$ cat src/rtl/core/sha1_pkg.sv
package sha1_pkg;

  typedef struct packed {
    logic [31:0] message_word;
    logic [2:0]  valid_bytes;
    logic        last_word;
  } in_item_t;

  typedef struct packed {
    logic [31:0] digest_word;
    logic [2:0]  word_index;
    logic        last_digest;
  } out_item_t;

  localparam int unsigned NumChain = 5;
  localparam int unsigned RingDepth = 16;

  localparam logic [NumChain-1:0][31:0] HInit = {
    32'hC3D2E1F0, 32'h10325476, 32'h98BADCFE, 32'hEFCDAB89, 32'h67452301
  };

  localparam logic [31:0] K0 = 32'h5A827999;
  localparam logic [31:0] K1 = 32'h6ED9EBA1;
  localparam logic [31:0] K2 = 32'h8F1BBCDC;
  localparam logic [31:0] K3 = 32'hCA62C1D6;

  localparam logic [31:0] PadWord = 32'h80000000;
  localparam logic [2:0]  LastIndex = 3'd4;
  localparam logic [6:0]  LastRound = 7'd79;

endpackage

$ cat src/rtl/core/sha1_hash_engine.sv
// SHA-1 hash engine.
// The input channel takes the message as big-endian 32-bit words, each item
// with a count of valid leading bytes and a flag that marks the last word.
// The output channel gives the five digest words H0 to H4 as five items,
// the fifth one flagged as last.
// A word that does not complete a block leaves the engine ready for the next
// word. The sixteenth word of a block starts the compression: 80 rounds, one
// per cycle through a single shared round adder, then a step that folds the
// result into the chain. After the last word the engine pushes the padding
// and length words, one per cycle, runs one or two compressions and then
// shows the digest words. While the engine works or shows the digest,
// in_stall_o is high. A stalled digest item holds its value until it is
// taken. When the fifth item is taken the engine returns to its initial
// state. Reset clears the chaining words to the SHA-1 initial values, the
// length and the sequencer; the engine is then ready for a new message.
module sha1_hash_engine
  import sha1_pkg::*;
(
  input  logic      clk_i,
  input  logic      rst_ni,
  input  logic      in_valid_i,
  output logic      in_stall_o,
  input  in_item_t  in_item_i,
  output logic      out_valid_o,
  input  logic      out_stall_i,
  output out_item_t out_item_o
);

  localparam logic [2:0] StIdle  = 3'd0;
  localparam logic [2:0] StPad   = 3'd1;
  localparam logic [2:0] StRound = 3'd2;
  localparam logic [2:0] StFinal = 3'd3;
  localparam logic [2:0] StOut   = 3'd4;

  logic [2:0]  state_q, state_d;
  logic [3:0]  wib_q, wib_d;
  logic [6:0]  rnd_q, rnd_d;
  logic [63:0] len_q, len_d;
  logic        pad80_q, pad80_d;
  logic        lenhi_q, lenhi_d;
  logic        done_q, done_d;
  logic        fin_q, fin_d;
  logic [2:0]  idx_q, idx_d;
  logic [31:0] chain_q [NumChain];
  logic [31:0] chain_d [NumChain];
  logic [31:0] wrk_q [NumChain];
  logic [31:0] wrk_d [NumChain];
  logic [31:0] sched_q [RingDepth];
  logic [31:0] sched_d [RingDepth];

  logic        in_acc, out_acc;
  logic        push_en;
  logic [31:0] push_word;
  logic [2:0]  nb;
  logic [31:0] f_val, k_val, w_mix, w_t, sum;

  assign in_acc      = in_valid_i && (state_q == StIdle);
  assign out_acc     = out_valid_o && !out_stall_i;
  assign in_stall_o  = (state_q != StIdle);
  assign out_valid_o = (state_q == StOut);

  always_comb begin
    out_item_o.word_index  = idx_q;
    out_item_o.last_digest = (idx_q == LastIndex);
    case (idx_q)
      3'd0:    out_item_o.digest_word = chain_q[0];
      3'd1:    out_item_o.digest_word = chain_q[1];
      3'd2:    out_item_o.digest_word = chain_q[2];
      3'd3:    out_item_o.digest_word = chain_q[3];
      default: out_item_o.digest_word = chain_q[4];
    endcase
  end

  assign nb = (in_item_i.valid_bytes > 3'd4) ? 3'd4 : in_item_i.valid_bytes;

  // Round function and constant for the current round.
  always_comb begin
    if (rnd_q < 7'd20) begin
      f_val = (wrk_q[1] & wrk_q[2]) | (~wrk_q[1] & wrk_q[3]);
      k_val = K0;
    end else if (rnd_q < 7'd40) begin
      f_val = wrk_q[1] ^ wrk_q[2] ^ wrk_q[3];
      k_val = K1;
    end else if (rnd_q < 7'd60) begin
      f_val = (wrk_q[1] & wrk_q[2]) | (wrk_q[1] & wrk_q[3]) | (wrk_q[2] & wrk_q[3]);
      k_val = K2;
    end else begin
      f_val = wrk_q[1] ^ wrk_q[2] ^ wrk_q[3];
      k_val = K3;
    end
  end

  // The schedule window holds the last sixteen words, oldest at index 0.
  assign w_mix = sched_q[13] ^ sched_q[8] ^ sched_q[2] ^ sched_q[0];
  assign w_t   = (rnd_q < 7'd16) ? sched_q[0] : {w_mix[30:0], w_mix[31]};
  assign sum   = {wrk_q[0][26:0], wrk_q[0][31:27]} + f_val + wrk_q[4] + w_t + k_val;

  always_comb begin
    state_d   = state_q;
    wib_d     = wib_q;
    rnd_d     = rnd_q;
    len_d     = len_q;
    pad80_d   = pad80_q;
    lenhi_d   = lenhi_q;
    done_d    = done_q;
    fin_d     = fin_q;
    idx_d     = idx_q;
    chain_d   = chain_q;
    wrk_d     = wrk_q;
    sched_d   = sched_q;
    push_en   = 1'b0;
    push_word = '0;

    unique case (state_q)
      StIdle: begin
        if (in_acc) begin
          push_en = 1'b1;
          if (!in_item_i.last_word) begin
            push_word = in_item_i.message_word;
            len_d     = len_q + 64'd32;
          end else begin
            fin_d   = 1'b1;
            pad80_d = (nb == 3'd4);
            len_d   = len_q + {58'd0, nb, 3'd0};
            case (nb)
              3'd0:    push_word = PadWord;
              3'd1:    push_word = {in_item_i.message_word[31:24], 24'h800000};
              3'd2:    push_word = {in_item_i.message_word[31:16], 16'h8000};
              3'd3:    push_word = {in_item_i.message_word[31:8], 8'h80};
              default: push_word = in_item_i.message_word;
            endcase
            state_d = StPad;
          end
        end
      end
      StPad: begin
        push_en = 1'b1;
        if (pad80_q) begin
          push_word = PadWord;
          pad80_d   = 1'b0;
        end else if (lenhi_q) begin
          push_word = len_q[31:0];
          done_d    = 1'b1;
        end else if (wib_q == 4'd14) begin
          push_word = len_q[63:32];
          lenhi_d   = 1'b1;
        end else begin
          push_word = '0;
        end
      end
      StRound: begin
        for (int i = 0; i < RingDepth - 1; i++) begin
          sched_d[i] = sched_q[i+1];
        end
        sched_d[RingDepth-1] = w_t;
        wrk_d[0] = sum;
        wrk_d[1] = wrk_q[0];
        wrk_d[2] = {wrk_q[1][1:0], wrk_q[1][31:2]};
        wrk_d[3] = wrk_q[2];
        wrk_d[4] = wrk_q[3];
        if (rnd_q == LastRound) begin
          state_d = StFinal;
        end else begin
          rnd_d = rnd_q + 7'd1;
        end
      end
      StFinal: begin
        for (int i = 0; i < NumChain; i++) begin
          chain_d[i] = chain_q[i] + wrk_q[i];
        end
        if (done_q) begin
          state_d = StOut;
          idx_d   = '0;
        end else if (fin_q) begin
          state_d = StPad;
        end else begin
          state_d = StIdle;
        end
      end
      StOut: begin
        if (out_acc) begin
          if (idx_q == LastIndex) begin
            state_d = StIdle;
            idx_d   = '0;
            wib_d   = '0;
            rnd_d   = '0;
            len_d   = '0;
            pad80_d = 1'b0;
            lenhi_d = 1'b0;
            done_d  = 1'b0;
            fin_d   = 1'b0;
            for (int i = 0; i < NumChain; i++) begin
              chain_d[i] = HInit[i];
              wrk_d[i]   = '0;
            end
          end else begin
            idx_d = idx_q + 3'd1;
          end
        end
      end
      default: begin
        state_d = StIdle;
      end
    endcase

    if (push_en) begin
      for (int i = 0; i < RingDepth - 1; i++) begin
        sched_d[i] = sched_q[i+1];
      end
      sched_d[RingDepth-1] = push_word;
      wib_d = wib_q + 4'd1;
      if (wib_q == 4'd15) begin
        state_d = StRound;
        rnd_d   = '0;
        wrk_d   = chain_q;
      end
    end
  end

  always_ff @(posedge clk_i or negedge rst_ni) begin
    if (!rst_ni) begin
      state_q <= StIdle;
      wib_q   <= '0;
      rnd_q   <= '0;
      len_q   <= '0;
      pad80_q <= 1'b0;
      lenhi_q <= 1'b0;
      done_q  <= 1'b0;
      fin_q   <= 1'b0;
      idx_q   <= '0;
      for (int i = 0; i < NumChain; i++) begin
        chain_q[i] <= HInit[i];
        wrk_q[i]   <= '0;
      end
    end else begin
      state_q <= state_d;
      wib_q   <= wib_d;
      rnd_q   <= rnd_d;
      len_q   <= len_d;
      pad80_q <= pad80_d;
      lenhi_q <= lenhi_d;
      done_q  <= done_d;
      fin_q   <= fin_d;
      idx_q   <= idx_d;
      chain_q <= chain_d;
      wrk_q   <= wrk_d;
    end
  end

  always_ff @(posedge clk_i) begin
    sched_q <= sched_d;
  end

endmodule

$ cat config.mk
export PLATFORM = sky130hd
export DESIGN_NAME = sha1_hash_engine
export DESIGN_NICKNAME = d
export VERILOG_FILES = /design/src/rtl/core/sha1_pkg.sv /design/src/rtl/core/sha1_hash_engine.sv
export SDC_FILE = /design/constraint.sdc
export NUM_CORES = 2
export LEC_CHECK = 0
export BUFFER_PORTS_ARGS = -buffer_cell sky130_fd_sc_hd__buf_2
export CAP_MARGIN = 40
export CORE_ASPECT_RATIO = 1.5
export CORE_MARGIN = 4
export CORE_UTILIZATION = 60
export CTS_CLUSTER_DIAMETER = 150
export DETAILED_ROUTE_END_ITERATION = 7
export PLACE_DENSITY = 0.77
export SLEW_MARGIN = 25
export SYNTH_ARGS = -nofsm -noshare
export SYNTH_HDL_FRONTEND = slang
export SYNTH_SLANG_ARGS = --single-unit
$ cat constraint.sdc
create_clock -name clk_i -period 34.3 [get_ports clk_i]
set_input_delay 5.145 -clock clk_i [delete_from_list [all_inputs] [get_ports clk_i]]
set_output_delay 5.145 -clock clk_i [all_outputs]
set_load 0.05 [all_outputs]
==> reports/qor.csv <==
metric;value;unit
status;completed;
Initial Utilization;0.606;
synthesized area per cell;10.7;um2
minimum clock period;8.84;ns
delay-heaviest family, CP;simple AND/OR/NAND/NOR gates;
Die Width;240;um
routed length per placed instance;23.6;um
Max clock buf depth;3;
Worst setup EP type;output pin;
Max Slew Vio Count;0;
EDFF count, synth;512;
Post-Syn Instances;4525;
Syn Std Cell Area;48600;um2
# Post-CTS Setup Buffers;0;
CTS tree;built;
f_max;113;MHz
Worst Setup SP;idx_q[0];
Congestion Overflow GR;0;
Mapped Nets;4894;
worst-path cell chain;inv_1, ha_1, nor2b_2, buf_4, or4_2, buf_12, a31oi_1, buf_2;
drt pass-1 iters;6;
Area Growth Syn to Fin;9.82;%
H-tree Lvls;3;
vias per inst;6.38;
Critical-path top delay cell;or4_2;
largest net degree at the start of global routing;246;
total core area;80100;um2
Post-synth ARST share;0.440;
ANT nets after route;0;
Hold WS;0.404;ns
cts hold-fix bufs;0;
Final Hold Viols;0;
clock skew after layout;0.0396;ns
row count;127;
Detailed Route WL;134000;um
vias in the first global route;35800;
sequential element share of the synthesized area;0.526;
flop and latch count out of synthesis;914;
Main synth FF type;edfxtp_1;
fillcell total;6052;
worst slew pin tran;0.890;ns
Placed Cells;5493;
Synth top area share;0.317;
clk sink count;914;
clk_lat worst skew;0.68;ns
setup violators final;0;
PortBufs;77;
initial antenna violation count;0;
Reg clk slew, reported paths;0.06;ns
dominant cell type by area after synthesis;edfxtp_1;
Final period util;0.258;
Synthesis Warnings;0;
startpoint types;flop;
fin nets;4925;
setup_tns;0;ns
Rel. slew slack;0.407;
RSZ-0062 raised after global routing;false;
Post-synth top cells;nor2_1, edfxtp_1, nand2_1;
type of the worst min-delay path;flop to flop;
final core occ;0.666;
DRC violations left;0;
Critical Path Max Stage Delay;0.99;ns
r2r startpoint;rnd_q[4];
Synth area leaders;edfxtp_1, dfrtp_1, ha_1, fa_1, dfstp_2;
Post-Layout Cell Count;5664;
GRT Overall Usage;0.311;
GP Congestion;0.986;
clock root cell;clkbuf_16;
die area;85700;um2
worst-path fanout max;38;
DP HPWL;93100;um
Max-cap violations;0;
first-pass GRT wire length;206000;um
Crit path required time;29.15;ns
layout cells sized above 1;0.0900;
Worst Path Buf+Inv;4;
Crit path arrival time;3.70;ns
I/O pin cnt;78;
count leader, synth;nor2_1;
post-CTS resize count;0;
via count;36100;
Inserted Clock Buffers;88;
DRT iter0 DRCs;3779;
chip height;356;um
Hold Crit Start;sched_q[306];
CP Class;flop to output pin;
synth unique cells;89;
==> layout make-up <==
type                    instances  area [um2]  area share
diodes                          1        2.50   0.0000469
clock buffers                 111        2360      0.0443
clock inverters                54         576      0.0108
inverters                     257         965      0.0181
multi-input cells            3152       21400       0.401
flip-flops and latches        914       25500       0.479
well taps                    1032        1290      0.0242
repair buffers                143        1230      0.0230
==> sequential cells by signal, indices dropped and copies added, names as in the netlist <==
register	count
chain_q	160
len_q	61
rnd_q	7
pad80_q	1
idx_q	3
fin_q	1
wib_q	4
done_q	1
sched_q	512
wrk_q	160
state_q	3
lenhi_q	1
==> through the flow <==
| stage | instance area [um2] | worst slack (ns) |
|---|---|---|
| after global placement | 49900 | 25.56 |
| after floorplan | 48600 | 16.79 |
| after CTS | 53200 | 25.48 |
| final | 53300 | 25.46 |
| after detailed placement | 50300 | 26.18 |
| after global routing | 53300 | 25.33 |
==> cells by family (layout without fill, tap and decap cells) <==
group                    count (synthesis)  in the layout  share of synthesized area
buffers and inverters                  459            565                     0.0356
multiplexers                            38             38                    0.00786
other                                    0              1                          0
AO/OA/AOI/OAI                         1138           1138                      0.150
XOR/XNOR                               297            297                     0.0536
AND/OR/NAND/NOR                       1350           1350                      0.123
adder cells (fa/ha/maj)                329            329                      0.104
flip-flops                             914            914                      0.526
==> metal layers <==
metal | global-route usage | vias up | part of all wire
li1 | - | 16300 | -
met4 | 0.167 | 0 | 0.061
met3 | 0.0459 | 356 | 0.079
met1 | 0.402 | 17800 | 0.38
met2 | 0.510 | 1647 | 0.48
met5 | 0 | - | 0
==> worst reg2reg max path, stage by stage (launching register included) <==
cell      delay [ns]
dfrtp_1         0.50
a41oi_1         0.60
nand2_1         0.11
buf_4           0.27
nand2_1         0.23
inv_2           0.27
a221oi_1        0.45
fa_1            0.52
fa_1            0.53
fa_1            0.55
inv_1           0.04
ha_1            0.24
fa_1            0.43
a21o_1          0.21
a21boi_1        0.20
o21ai_1         0.15
and4_1          0.31
o21ai_1         0.21
a31oi_1         0.21
or4_1           0.45
a31oi_1         0.23
xnor2_1         0.15
o221ai_1        0.14
==> path summary, 6_finish.rpt <==
kind | to | slack (ns) | cells past startpoint
max reg2reg | wrk_q[159] | 27.18 | 22
min in group asynchronous | chain_q[94] | 4.41 | 1
min reg2reg | sched_q[338] | 0.40 | 0
max | out_item_o[28] | 25.46 | 8
max in group asynchronous | len_q[4] | 28.12 | 5
min | sched_q[338] | 0.40 | 0
==> layout by cell type, fill, tap and decap left out, types with 17 or more instances in the layout <==
cell       synthesis  layout
xnor2_1          198     198
buf_2              6      80
nor2b_1           25      22
buf_4              0      41
edfxtp_1         512     512
nand2_1          383     380
o21ai_0          137     137
nor2_1           528     524
o21a_1            30      30
mux2i_1           37      37
clkinv_2           0      23
or3_1             23      23
xor2_1            99      99
inv_1            254     254
clkbuf_16          0      89
dfstp_2           80      80
o21ai_1           86      86
a21o_1            59      59
a211oi_1          24      24
ha_1             203     203
fa_1             126     126
nand3_1          187     187
and3_1            26      26
o31ai_1           17      17
a22oi_1          108     108
a221oi_1          31      31
a31oi_1          192     192
nand4_1           25      25
dfrtp_1          322     322
o21bai_1          26      26
a21oi_1          287     287
nor3_1            55      54
nand2b_1          32      32
Power is not shown: default switching activity piles up to over one toggle a cycle in this logic, so the estimate is an artifact.
